--- src/hdl/kml_pkg.sv ---
package kml_pkg;

  localparam int MaxClusters = 16;
  localparam int MaxDims = 16;
  localparam int ValueBits = 16;
  localparam int ClBits = 4;
  localparam int DmBits = 4;
  localparam int AddrBits = ClBits + DmBits;
  localparam int DistBits = 36;
  localparam int SumBits = 40;
  localparam int CountBits = 16;
  localparam int TolBits = 40;

  localparam logic [1:0] ACT_LOAD = 2'd0;
  localparam logic [1:0] ACT_TRAIN = 2'd1;
  localparam logic [1:0] ACT_CLASSIFY = 2'd2;
  localparam logic [1:0] ACT_END = 2'd3;

  localparam logic [1:0] CFG_NUM_CLUSTERS = 2'd0;
  localparam logic [1:0] CFG_NUM_DIMS = 2'd1;
  localparam logic [1:0] CFG_TOLERANCE = 2'd2;

  localparam logic [DistBits-1:0] DIST_CAP = {DistBits{1'b1}};

  // Classified command passed from front to back.
  typedef struct packed {
    logic [1:0]                  op;
    logic [ClBits-1:0]           cluster;
    logic [DmBits-1:0]           dim;
    logic signed [ValueBits-1:0] value;
  } cmd_t;

  // Squared difference of two elements; the square of a 17-bit magnitude
  // always fits below DIST_CAP.
  function automatic logic [DistBits-1:0] sq_diff(input logic signed [ValueBits-1:0] a,
                                                  input logic signed [ValueBits-1:0] b);
    logic signed [ValueBits:0] df;
    logic [ValueBits:0] ad;
    logic [2*ValueBits+1:0] sq;
    begin
      df = {a[ValueBits-1], a} - {b[ValueBits-1], b};
      ad = df[ValueBits] ? (ValueBits+1)'(0) - df : df;
      sq = ad * ad;
      sq_diff = {{(DistBits-2*ValueBits-2){1'b0}}, sq};
    end
  endfunction

endpackage

--- src/hdl/kml_front.sv ---
// Front: decodes and filters input words, writes the cmd queue.
module kml_front (
  input  logic                            clk,
  input  logic                            rst,
  input  logic                            in_valid,
  output logic                            in_stall,
  input  logic [1:0]                      action,
  input  logic [kml_pkg::ClBits-1:0]      cluster,
  input  logic [kml_pkg::DmBits-1:0]      dim,
  input  logic signed [kml_pkg::ValueBits-1:0] value,
  input  logic [kml_pkg::DmBits:0]        eff_d,
  output logic                            q_valid,
  output kml_pkg::cmd_t                   q_cmd,
  input  logic                            q_pop
);
  import kml_pkg::*;

  localparam int Depth = 4;
  cmd_t fifo [Depth];
  logic [1:0] wr_ptr, rd_ptr;
  logic [2:0] count;
  logic push, keep;

  // Out-of-range sample elements are dropped here.
  always_comb begin
    keep = 1'b1;
    if ((action == ACT_TRAIN || action == ACT_CLASSIFY) &&
        ({1'b0, dim} >= eff_d)) keep = 1'b0;
  end

  assign in_stall = (count == 3'(Depth));
  assign push = in_valid && !in_stall && keep;
  assign q_valid = (count != 3'd0);
  assign q_cmd = fifo[rd_ptr];

  always_ff @(posedge clk) begin
    if (push) fifo[wr_ptr] <= '{op: action, cluster: cluster, dim: dim, value: value};
  end

  always_ff @(posedge clk) begin
    if (rst) begin
      wr_ptr <= '0;
      rd_ptr <= '0;
      count <= '0;
    end else begin
      if (push) wr_ptr <= wr_ptr + 2'd1;
      if (q_pop) rd_ptr <= rd_ptr + 2'd1;
      count <= count + 3'(push) - 3'(q_pop);
    end
  end

  a_no_underflow: assert property (@(posedge clk) disable iff (rst) q_pop |-> q_valid)
    else $error("pop of empty queue");
  a_no_overflow: assert property (@(posedge clk) disable iff (rst) count <= 3'(Depth))
    else $error("queue overflow");
  a_stall_full: assert property (@(posedge clk) disable iff (rst)
    (count == 3'(Depth)) |-> in_stall) else $error("stall missing when full");

endmodule

--- config.mk ---
export PLATFORM = sky130hd
export DESIGN_NAME = kml_front
export DESIGN_NICKNAME = d
export VERILOG_FILES = /design/src/hdl/kml_pkg.sv /design/src/hdl/kml_front.sv
export SDC_FILE = /design/constraint.sdc
export NUM_CORES = 1
export LEC_CHECK = 0
export ABC_AREA = 0
export BUFFER_PORTS_ARGS = -buffer_cell sky130_fd_sc_hd__buf_4
export CAP_MARGIN = 10
export CORE_ASPECT_RATIO = 2
export CORE_MARGIN = 2
export CORE_UTILIZATION = 50
export CTS_CLUSTER_DIAMETER = 50
export DETAILED_ROUTE_END_ITERATION = 10
export GPL_TIMING_DRIVEN = 0
export PLACE_DENSITY = 0.8
export SLEW_MARGIN = 20
export SYNTH_ARGS = -nofsm -noshare
export SYNTH_HDL_FRONTEND = slang
export SYNTH_SLANG_ARGS = --single-unit
--- constraint.sdc ---
create_clock -name clk -period 5.6 [get_ports clk]
set_input_delay 0.84 -clock clk [delete_from_list [all_inputs] [get_ports clk]]
set_output_delay 0.84 -clock clk [all_outputs]
set_load 0.01 [all_outputs]
Yosys cells after proc, flatten, opt, wreduce, memory -nomap -nowiden
Memories as Yosys holds them, arrays and structs flattened. A register that Yosys moved wholly into a read port is not among the register bits.
Cells that the tools add are included.
{"block": "word_totals", "romBits": 0, "mem_bits_rw": 104, "n_memories": 1, "reg_bits": 7, "latch_bits": 0, "input_bits": 35, "word_cells": 23}
{"name": "fifo", "depth": 4, "width": 26, "read_ports": 1, "rd_ports_with_merged_regs": 1, "wr": 1, "line_no": "kml_front.sv:19", "rtl": "cmd_t fifo [Depth];"}
{"block": "classes", "n_div": 0, "n_mul": 0, "n_bitwise": 0, "n_shift": 0, "n_reduce_logical": 6, "order_cmp": 1, "n_eq_ne": 3, "n_addsub": 4, "n_mux": 5}
{"cell": "greater-or-equal comparator 4 x 5 -> 1 bit", "count": 1}
{"cell": "adder 2 x 1 -> 2 bit, second input constant", "count": 2}
{"cell": "2-to-1 mux 2 bit", "count": 2}
{"cell": "adder 3 x 1 -> 3 bit", "count": 1}
{"cell": "== test 3 bit, second input constant", "count": 1}
{"cell": "logical AND 1 bit", "count": 3}
{"cell": "2-to-1 mux 1 bit", "count": 3}
{"cell": "nonzero test 3 bit", "count": 1}
{"cell": "subtractor 3 x 1 -> 3 bit", "count": 1}
{"cell": "== test 2 x 1 -> 1 bit, second input constant", "count": 1}
{"cell": "== test 2 bit, second input constant", "count": 1}
{"cell": "zero test 1 bit", "count": 1}
{"cell": "logical OR 1 bit", "count": 1}

Depth between registers and ports, before layout
Gate-level depths: netlist (run 1).
{"block": "logic_depth", "depth_word": 7, "ltp_mapped": 14, "depth_no_buf": 14}

Worst setup path after synthesis (run 1)
OpenSTA, ideal clock, no wires.
{"block": "synth_timing", "path_kind": "input -> register", "start": "input eff_d[2] (netlist name)", "end": "register count[2]", "cell_stages": 14, "n_path_buf": 0, "setup_time_ns": 0.126, "slack_ns": 2.623, "t_required_ns": 5.474, "arrival_time_ns": 2.851, "cell_sequence": "inv_1 -> ha_1 -> a21oi_1 -> o21ai_1 -> a31oi_4 -> inv_1 -> ha_1 -> inv_1 -> ha_1 -> inv_1 -> fa_1 -> xor2_1 -> xnor2_1 -> nor2_1"}
{"block": "synth_via", "elab_chain_len": 6}
{"element": "start, declared", "line_no": "kml_front.sv:11", "rtl": "input logic [kml_pkg::DmBits:0] eff_d,"}
{"element": "greater-or-equal comparator 4 x 5 -> 1 bit", "line_no": "kml_front.sv:28", "rtl": "({1'b0, dim} >= eff_d)) keep = 1'b0;"}
{"element": "logical AND 1 bit", "line_no": "kml_front.sv:27", "rtl": "if ((action == ACT_TRAIN || action == ACT_CLASSIFY) &&"}
{"element": "2-to-1 mux 1 bit", "line_no": "kml_front.sv:27"}
{"element": "logical AND 1 bit", "line_no": "kml_front.sv:32", "rtl": "assign push = in_valid && !in_stall && keep;"}
{"element": "adder 3 x 1 -> 3 bit", "line_no": "kml_front.sv:48", "rtl": "count <= count + 3'(push) - 3'(q_pop);"}
{"element": "subtractor 3 x 1 -> 3 bit", "line_no": "kml_front.sv:48"}
{"element": "end signal, assigned", "line_no": "kml_front.sv:48"}
{"element": "end, declared", "line_no": "kml_front.sv:21", "rtl": "logic [2:0] count;"}
Every way passes these cells.
A chain may end at the register's enable or synchronous reset.

Final worst setup path (run 1)
{"block": "layout_timing", "start": "input dim[2] (netlist name)", "end": "register count[2]"}
{"block": "layout_via", "elab_chain_len": 6}
{"element": "start, declared", "line_no": "kml_front.sv:9", "rtl": "input logic [kml_pkg::DmBits-1:0] dim,"}
{"element": "greater-or-equal comparator 4 x 5 -> 1 bit", "line_no": "kml_front.sv:28"}
{"element": "logical AND 1 bit", "line_no": "kml_front.sv:27"}
{"element": "2-to-1 mux 1 bit", "line_no": "kml_front.sv:27"}
{"element": "logical AND 1 bit", "line_no": "kml_front.sv:32"}
{"element": "adder 3 x 1 -> 3 bit", "line_no": "kml_front.sv:48"}
{"element": "subtractor 3 x 1 -> 3 bit", "line_no": "kml_front.sv:48"}
Every way passes these cells.

==> results.sh, run 1 <==
export IMPL_ctsLongestPathBuffers=2
export IMPL_grt_usage_pct=16.7
export IMPL_yosys_warnings=0
export IMPL_wl_per_cell_um=18.2
export IMPL_io_buffers=61
export IMPL_postRouteAntennaNets=0
export IMPL_place_gp_congestion=0.665
export IMPL_yosys_area_share_simple_pct=2.51
export IMPL_clock_fmax_mhz=345
export IMPL_slew_headroom_pct=52.5
export IMPL_synthAdderAreaFrac_pct=3.35
export IMPL_status="finished clean"
export IMPL_core_area_mm2=0.00853
export IMPL_synth_compound_area_share_pct=1.10
export IMPL_ys_ff_latch=113
export IMPL_max_cap_violations=0
export IMPL_setup_viol=0
export IMPL_io_pins=63
export IMPL_final_common_cell="edfxtp_1"
export IMPL_postPlaceCellArea_mm2=0.00492
export IMPL_cts_buffers=17
export IMPL_slowest_delay_ns=0.38
export IMPL_fin_crit_sh_pct=51.8
export IMPL_clk_pin_slew_ns=0.05
export IMPL_cts_tree="done"
export IMPL_finalWirelength_um=7120
export IMPL_first_iter_violations=145
export IMPL_hpwl_um=4620
export IMPL_first_pass_iters=4
export IMPL_crit_required_ns=5.88
export IMPL_critPathTopFamily="adder cells"
export IMPL_fin_area_mm2=0.00552
export IMPL_avgSynthCellArea_um2=21.8
export IMPL_die_height_um=136
export IMPL_synth_nets=245
export IMPL_cts_resized=0
export IMPL_cts_sinks=113
export IMPL_antenna_found_initial=0
export IMPL_cp_slowest_cell="fa_1"
export IMPL_crit_buf_inv=4
export IMPL_min_period_ns=2.90
export IMPL_die_area_mm2=0.00948
export IMPL_syn_area_mm2=0.00434
export IMPL_pre_cts_slack_ns=2.24
export IMPL_crit_chain="buf_4, ha_1, a21oi_1, o21ai_1, a31oi_4, inv_1, ha_1, inv_1, ha_1, inv_1, fa_1, xor2_1, xnor2_1, nor2_1"
export IMPL_start_util_pct=50.9
export IMPL_synthXorXnorAreaFrac_pct=1.01
export IMPL_rsz0062_at_grt="false"
export IMPL_drive_gt1_share_pct=44.0
export IMPL_worstHoldPathType="flip-flop to flip-flop"
export IMPL_htreeDepth=4
export IMPL_nNetsFinal=325
export IMPL_yosys_area_top_type="edfxtp_1"
export IMPL_synthArstFlopShare_pct=0
export IMPL_n_antenna_cell=0
export IMPL_finalHoldViolCount=0
export IMPL_synthCells=199
export IMPL_die_w_um=69.9
export IMPL_cp_max_fo=7
export IMPL_num_rows=48
export IMPL_grt_max_degree=27
export IMPL_crit_path_end_kind="flip-flop"
export IMPL_grt_ovfl_total=0
export IMPL_path_class="input pin to flip-flop"
export IMPL_peakVddDrop_uv=375
export IMPL_ys_seq_area_share_pct=76.2
export IMPL_synthMuxAreaShare_pct=14.1
export IMPL_drcViolationCount=0
export IMPL_cts_hold_buf=0
export IMPL_synth_edf_count=104
export IMPL_area_growth_pct=27.2
export IMPL_fin_ws_ns=2.70
export IMPL_vias=2065
export IMPL_grt_pass1_vias=2216
export IMPL_yosysTopAreaCellShare_pct=72.0
export IMPL_via_per_inst=5.28
export IMPL_layout_common_cells="edfxtp_1, buf_4, mux4_2, clkbuf_16, inv_1"
export IMPL_p_per_area_mw_per_mm2=444
export IMPL_synth_area_top_cells="edfxtp_1, mux4_2, dfxtp_1"
export IMPL_leakage_nw=1.99
export IMPL_critPathLaunchType="input pin"
export IMPL_cts_root_buf="clkbuf_16"
export IMPL_synth_cell_type_count=26
export IMPL_synth_top_family_by_area="multiplexers"
export IMPL_skew_ns=0.00715
export IMPL_finalSetupTns_ns=0
export IMPL_cts_setup_buffers=0
export IMPL_critical_path_arrival_ns=3.18
export IMPL_synth_flop_cell="edfxtp_1"
export IMPL_tightestPinTransition_ns=0.712
export IMPL_grt_first_pass_wirelength_um=11300
export IMPL_clock_latency_ns=0.41
export IMPL_slew_viol_final=0
-- path summary, 6_finish.rpt --
check,start,to,slack (ns),cells past startpoint
setup / recovery,dim[2],count[2],2.70,14
hold / removal,wr_ptr[1],wr_ptr[1],0.54,2
setup reg to reg,count[1],count[2],3.11,12
hold reg to reg,wr_ptr[1],wr_ptr[1],0.54,2
-- cells by family (layout without fill, tap and decap cells) --
group | Yosys count | in the layout
mux | 28 | 28
fa+ha+maj | 11 | 11
flops | 113 | 113
xor+xnor | 5 | 5
buf+inv | 18 | 110
simple gates | 20 | 20
compound gates | 4 | 4
-- Yosys cell counts, drive strengths merged (2+ instances only) --
library cell and count:
clkbuf 2, xnor2 3, inv 11, dfxtp 9, nand2b 2, nand2 2
nor2 8, mux4 26, buf 5, nor2b 2, xor2 2, ha 10
edfxtp 104, and2 4
-- worst register-to-register path: stages (launching register included) --
cell and delay (ns):
dfxtp_1 0.41, or3b_1 0.20, o311ai_2 0.14, a31oi_4 0.27
inv_1 0.08, ha_1 0.27, inv_1 0.05, ha_1 0.14
inv_1 0.05, fa_1 0.38, xor2_1 0.18, xnor2_1 0.14
nor2_1 0.05
-- per-stage QoR --
step / hold slack, ns / util (%) / instances / total power [mW]
floorplan: 0.482 / - / 199 / 1.25
global placement: 0.494 / 57.7 / 360 / 1.39
detailed placement: 0.521 / 57.7 / 360 / 1.40
CTS: 0.531 / 64.7 / 391 / 2.48
global route: 0.547 / 64.7 / 391 / 2.54
finish: 0.535 / 64.7 / 391 / 2.45
-- sequential cells by signal (all words and copies together), names as in the netlist, named ones only --
name    count
rd_ptr      2
wr_ptr      2
fifo      104
count       3
-- layer usage --
metal	vias up	GRT usage [%]	wire length, um
met1	1034	16.9	2430
met4	0	8.23	183
met2	61	29.7	4140
met3	15	6.32	369
li1	955	-	-
met5	-	0	0
-- report_power, final --
group | switching [mW] | leakage [nW] | internal, mW
Combinational | 0.166 | 0.675 | 0.172
Clock | 0.340 | 0.293 | 0.732
Sequential | 0.0255 | 1.02 | 1.02
Total | 0.532 | 1.99 | 1.92
-- layout make-up --
type	count	area, um2
repair buffers	61	458
clock inverters	13	169
flip-flops and latches	113	3300
plain buffers	7	36.3
well taps	100	125
clock buffers	18	429
inverters	11	41.3
fillers	609	3010
multi-input cells	68	956
Note: power is estimated with default switching activity, not from simulation.
==> inputs of run 2 (changes only) <==
PLACE_DENSITY = 0.83   (was 0.8)
clock period = 2.5 ns   (was 5.6 ns; I/O delays follow)
==> results.sh, run 2 (synthesized netlist as in run 1, its figures left out) <==
export IMPL_status="finished clean"
export IMPL_via_per_inst=5.33
export IMPL_hold_end="fifo[1][13]"
export IMPL_wl_per_cell_um=18.8
export IMPL_grt_pass1_vias=2306
export IMPL_max_cap_violations=0
export IMPL_place_gp_congestion=0.713
export IMPL_crit_required_ns=2.12
export IMPL_cts_buffers=17
export IMPL_p_per_area_mw_per_mm2=985
export IMPL_grt_first_pass_wirelength_um=11600
export IMPL_htreeDepth=4
export IMPL_grt_ovfl_total=0
export IMPL_crit_path_end_kind="primary output"
export IMPL_die_height_um=136
export IMPL_largest_reg_flops=104
export IMPL_start_util_pct=50.9
export IMPL_tightestPinTransition_ns=0.714
export IMPL_clock_latency_ns=0.40
export IMPL_io_pins=63
export IMPL_finalSetupTns_ns=0
export IMPL_drive_gt1_share_pct=46.3
export IMPL_cts_root_buf="clkbuf_16"
export IMPL_first_pass_iters=4
export IMPL_hpwl_um=4750
export IMPL_top_register="fifo"
export IMPL_fin_util_pct=65.0
export IMPL_clk_pin_slew_ns=0.05
export IMPL_pre_cts_slack_ns=-0.367
export IMPL_finalWirelength_um=7400
export IMPL_cts_hold_buf=0
export IMPL_n_antenna_cell=0
export IMPL_vias=2101
export IMPL_regArea_mm2=0.00330
export IMPL_setup_viol=0
export IMPL_postRouteAntennaNets=0
export IMPL_drcViolationCount=0
export IMPL_rr_worst_depth=12
export IMPL_cts_sinks=113
export IMPL_cp_max_fo=10
export IMPL_grt_usage_pct=17.3
export IMPL_hold_depth=1
export IMPL_timing_rr_start="count[2]"
export IMPL_layout_common_cells="edfxtp_1, buf_4, mux4_2, clkbuf_16, inv_1"
export IMPL_slew_headroom_pct=52.4
export IMPL_min_from="value[13]"
export IMPL_area_growth_pct=27.8
export IMPL_die_w_um=69.9
export IMPL_critical_path_arrival_ns=2.06
export IMPL_core_area_mm2=0.00853
export IMPL_leakage_nw=1.98
export IMPL_min_period_ns=2.44
export IMPL_worstReg2RegEnd="count[2]"
export IMPL_rrSetupSlack_ns=0.14
export IMPL_ctsLongestPathBuffers=2
export IMPL_clock_fmax_mhz=411
export IMPL_num_rows=48
export IMPL_fin_ws_ns=0.0641
export IMPL_n_fill_cell=569
export IMPL_skew_ns=0.00509
export IMPL_largestRegisters="fifo (104), count (3)"
export IMPL_finalPower_mw=5.46
export IMPL_slew_viol_final=0
export IMPL_nNetsFinal=327
export IMPL_final_common_cell="edfxtp_1"
export IMPL_grt_max_degree=27
export IMPL_first_iter_violations=95
export IMPL_critPathLaunchType="flip-flop"
export IMPL_multi_input_area_um2=968
export IMPL_holdWs_ns=0.170
export IMPL_finalHoldViolCount=0
export IMPL_fin_crit_sh_pct=97.4
export IMPL_die_area_mm2=0.00948
export IMPL_io_buffers=61
export IMPL_antenna_found_initial=0
export IMPL_path_class="flip-flop to primary output"
export IMPL_peakVddDrop_uv=843
export IMPL_cts_tree="done"
export IMPL_worstHoldPathType="input pin to flip-flop"
[run 2: cell count changes in the layout (fill, tap and decap cells not counted), sizes merged]
cell      delta
clkinvlp     +4
buf          +2
clkinv       -2
bufinv       -1
[run 2: how the worst max path moves through the flow]
stage / start / end / slack, ns / cells past startpoint
after floorplan: eff_d[2] / count[2] / 0.03 / 14
after CTS: count[1] / count[2] / 0.03 / 12
after detailed placement: dim[2] / count[2] / -0.37 / 14
final: flip-flop / q_cmd[19] / 0.06 / 4
after global routing: dim[2] / count[2] / -0.0004 / 14
after global placement: dim[2] / count[2] / -0.27 / 14
[run 2: critical path: stages, from the launching register on]
cell and delay [ns]:
dfxtp_1 0.30, clkbuf_2 0.22, buf_1 0.54, mux4_2 0.43
buf_4 0.17
[run 2: per-stage QoR]
step / instances / instance area (um2)
floorplan: 199 / 4340
global placement: 360 / 4920
detailed placement: 360 / 4920
CTS: 392 / 5520
global route: 394 / 5540
finish: 394 / 5540
[run 2: power breakdown]
part	total (mW)	switching (mW)	internal (mW)
logic	0.774	0.374	0.400
clock network	2.35	0.793	1.56
registers	2.34	0.0614	2.28
[run 2: what timing repair did]
item | in CTS | in global routing
setup buffers | 0 | 2
gates resized for setup | 0 | 5
endpoints found under the setup margin | 0 | 1
[run 2: cell type report]
| cell class | instances | area share [%] |
|---|---|---|
| flip-flops and latches | 113 | 59.6 |
| well taps | 100 | 2.26 |
| clock buffers | 18 | 7.74 |
| repair buffers | 63 | 8.53 |
| clock inverters | 14 | 3.00 |
| inverters | 11 | 0.745 |
| multi-input cells | 68 | 17.5 |
| plain buffers | 7 | 0.654 |
[run 2: routing by layer]
metal / up-vias / track usage (%) / wire (um)
met1: 1066 / 16.9 / 2430
met4: 0 / 9.08 / 181
li1: 962 / - / -
met3: 13 / 6.55 / 382
met2: 60 / 31.2 / 4420
met5: - / 0 / 0
==> inputs of run 3 (changes only) <==
CTS_BUF_LIST = sky130_fd_sc_hd__clkbuf_4 sky130_fd_sc_hd__clkbuf_8   (was not set)
==> results.sh, run 3 (synthesized netlist as in run 1, its figures left out) <==
export IMPL_status="finished clean"
export IMPL_largestRegisters="fifo (104), count (3)"
export IMPL_clock_latency_ns=0.42
export IMPL_cpMostUsedCell="buf_4"
export IMPL_crit_required_ns=2.12
export IMPL_fin_area_mm2=0.00535
export IMPL_intPower_mw=3.66
export IMPL_io_pins=63
export IMPL_via_per_inst=5.35
export IMPL_hold_end="fifo[0][4]"
export IMPL_peakVddDrop_uv=732
export IMPL_drcViolationCount=0
export IMPL_setup_viol=0
export IMPL_finalSetupTns_ns=0
export IMPL_fin_crit_sh_pct=94.3
export IMPL_finalHoldViolCount=0
export IMPL_cts_buffers=17
export IMPL_cts_hold_buf=0
export IMPL_met3WireLength_um=361
export IMPL_io_buffers=61
export IMPL_multi_input_area_um2=958
export IMPL_worstHoldPathType="input pin to flip-flop"
export IMPL_antenna_found_initial=0
export IMPL_crit_chain="buf_2, buf_4, mux4_2, buf_4"
export IMPL_layout_common_cells="edfxtp_1, buf_4, mux4_2, clkbuf_8, inv_1"
export IMPL_rsz0062_at_grt="false"
export IMPL_num_rows=48
export IMPL_routed_top_layer="met4"
export IMPL_fin_ws_ns=0.142
export IMPL_finalWirelength_um=7190
export IMPL_die_height_um=136
export IMPL_grt_usage_pct=16.8
export IMPL_top_register="fifo"
export IMPL_area_growth_pct=23.5
export IMPL_max_cap_violations=0
export IMPL_place_gp_congestion=0.713
export IMPL_cp_slowest_cell="mux4_2"
export IMPL_p_clk_share_pct=35.2
export IMPL_combinationalPowerShare_pct=16.1
export IMPL_tightestPinTransition_ns=0.722
export IMPL_skew_ns=0.00873
export IMPL_regArea_mm2=0.00331
export IMPL_met1Wirelength_um=2430
export IMPL_largest_reg_flops=104
export IMPL_first_iter_violations=138
export IMPL_route_met2_wl_um=4210
export IMPL_clock_fmax_mhz=424
export IMPL_final_common_cell="edfxtp_1"
export IMPL_min_from="value[4]"
export IMPL_min_period_ns=2.36
export IMPL_n_antenna_cell=0
export IMPL_rr_worst_depth=12
export IMPL_first_pass_iters=4
export IMPL_worstReg2RegEnd="count[2]"
export IMPL_slew_viol_final=0
export IMPL_pre_cts_slack_ns=-0.367
export IMPL_htreeDepth=4
export IMPL_vias=2109
export IMPL_crit_path_end_kind="primary output"
export IMPL_finalPower_mw=4.79
export IMPL_nNetsFinal=327
export IMPL_cts_tree="done"
export IMPL_switchingPower_mw=1.13
export IMPL_slowest_delay_ns=0.54
export IMPL_grt_ovfl_total=0
export IMPL_grt_max_degree=27
export IMPL_postRouteAntennaNets=0
export IMPL_ctsLongestPathBuffers=2
export IMPL_swShare_pct=23.6
export IMPL_slew_headroom_pct=51.9
export IMPL_clk_pin_slew_ns=0.07
export IMPL_grt_pass1_vias=2268
export IMPL_cts_sinks=113
export IMPL_die_area_mm2=0.00948
export IMPL_p_per_area_mw_per_mm2=895
export IMPL_rrSetupSlack_ns=0.14
export IMPL_hold_depth=1
export IMPL_cp_max_fo=10
export IMPL_wl_per_cell_um=18.2
export IMPL_drive_gt1_share_pct=46.6
export IMPL_n_fill_cell=604
export IMPL_critical_path_arrival_ns=1.98
export IMPL_core_area_mm2=0.00853
export IMPL_path_class="flip-flop to primary output"
export IMPL_holdWs_ns=0.149
export IMPL_leakage_nw=1.91
export IMPL_grt_first_pass_wirelength_um=11200
export IMPL_postPlaceCellArea_mm2=0.00492
export IMPL_timing_rr_start="count[2]"
export IMPL_start_util_pct=50.9
export IMPL_die_w_um=69.9
export IMPL_cts_root_buf="clkbuf_8"
export IMPL_power_frac_seq_pct=48.7
export IMPL_hpwl_um=4750
export IMPL_critPathLaunchType="flip-flop"
## run 3: changes by cell type in the layout (fill, tap and decap cells not counted), sizes merged
cell    before  now
clkbuf      20   21
buf         68   67
## run 3: how the worst max path moves through the flow
stage               startpoint  slack [ns]        end  cells after the start
finish               flip-flop        0.14   q_cmd[6]                      4
global route          count[2]       0.003   count[2]                     12
CTS                  flip-flop        0.01  q_cmd[18]                      4
detailed placement      dim[2]       -0.37   count[2]                     14
global placement        dim[2]       -0.27   count[2]                     14
floorplan             eff_d[2]        0.03   count[2]                     14
## run 3: power groups by stage
stage	sequential, mW	combinational, mW	clock [mW]
2_1_floorplan	2.35	0.449	0
3_3_place_gp	2.35	0.746	0
3_5_place_dp	2.37	0.767	0
4_1_cts	2.33	0.772	1.73
5_1_grt	2.35	0.842	1.81
6_report	2.33	0.771	1.69
## run 3: metrics by stage
step | utilization (%) | instances
3_3_place_gp | 57.7 | 360
3_5_place_dp | 57.7 | 360
2_1_floorplan | - | 199
6_report | 62.8 | 394
4_1_cts | 62.5 | 392
5_1_grt | 62.8 | 394
## run 3: layout make-up
cell class | count | area share (%)
Inverter | 11 | 0.771
Multi-Input combinational cell | 68 | 17.9
Buffer | 7 | 0.795
Timing Repair Buffer | 63 | 8.83
Sequential cell | 113 | 61.7
Clock inverter | 14 | 3.11
Tap cell | 100 | 2.34
Clock buffer | 18 | 4.51
## run 3: metal layers
layer	vias to the layer above	global-route usage [%]
li1	961	-
met5	-	0
met3	16	5.73
met4	0	9.72
met2	73	29.8
met1	1059	16.7
## run 3: worst max-delay path: cells and delay by family, from the launching register on
family,cells,cell delay [ns]
buffers and inverters,3,0.72
muxes,1,0.54
DFF,1,0.30
## run 3: repair_timing
action,CTS,global route
buffers inserted,0,2
resized for setup,1,5
pin swaps,0,0
endpoints found under the setup margin,1,4
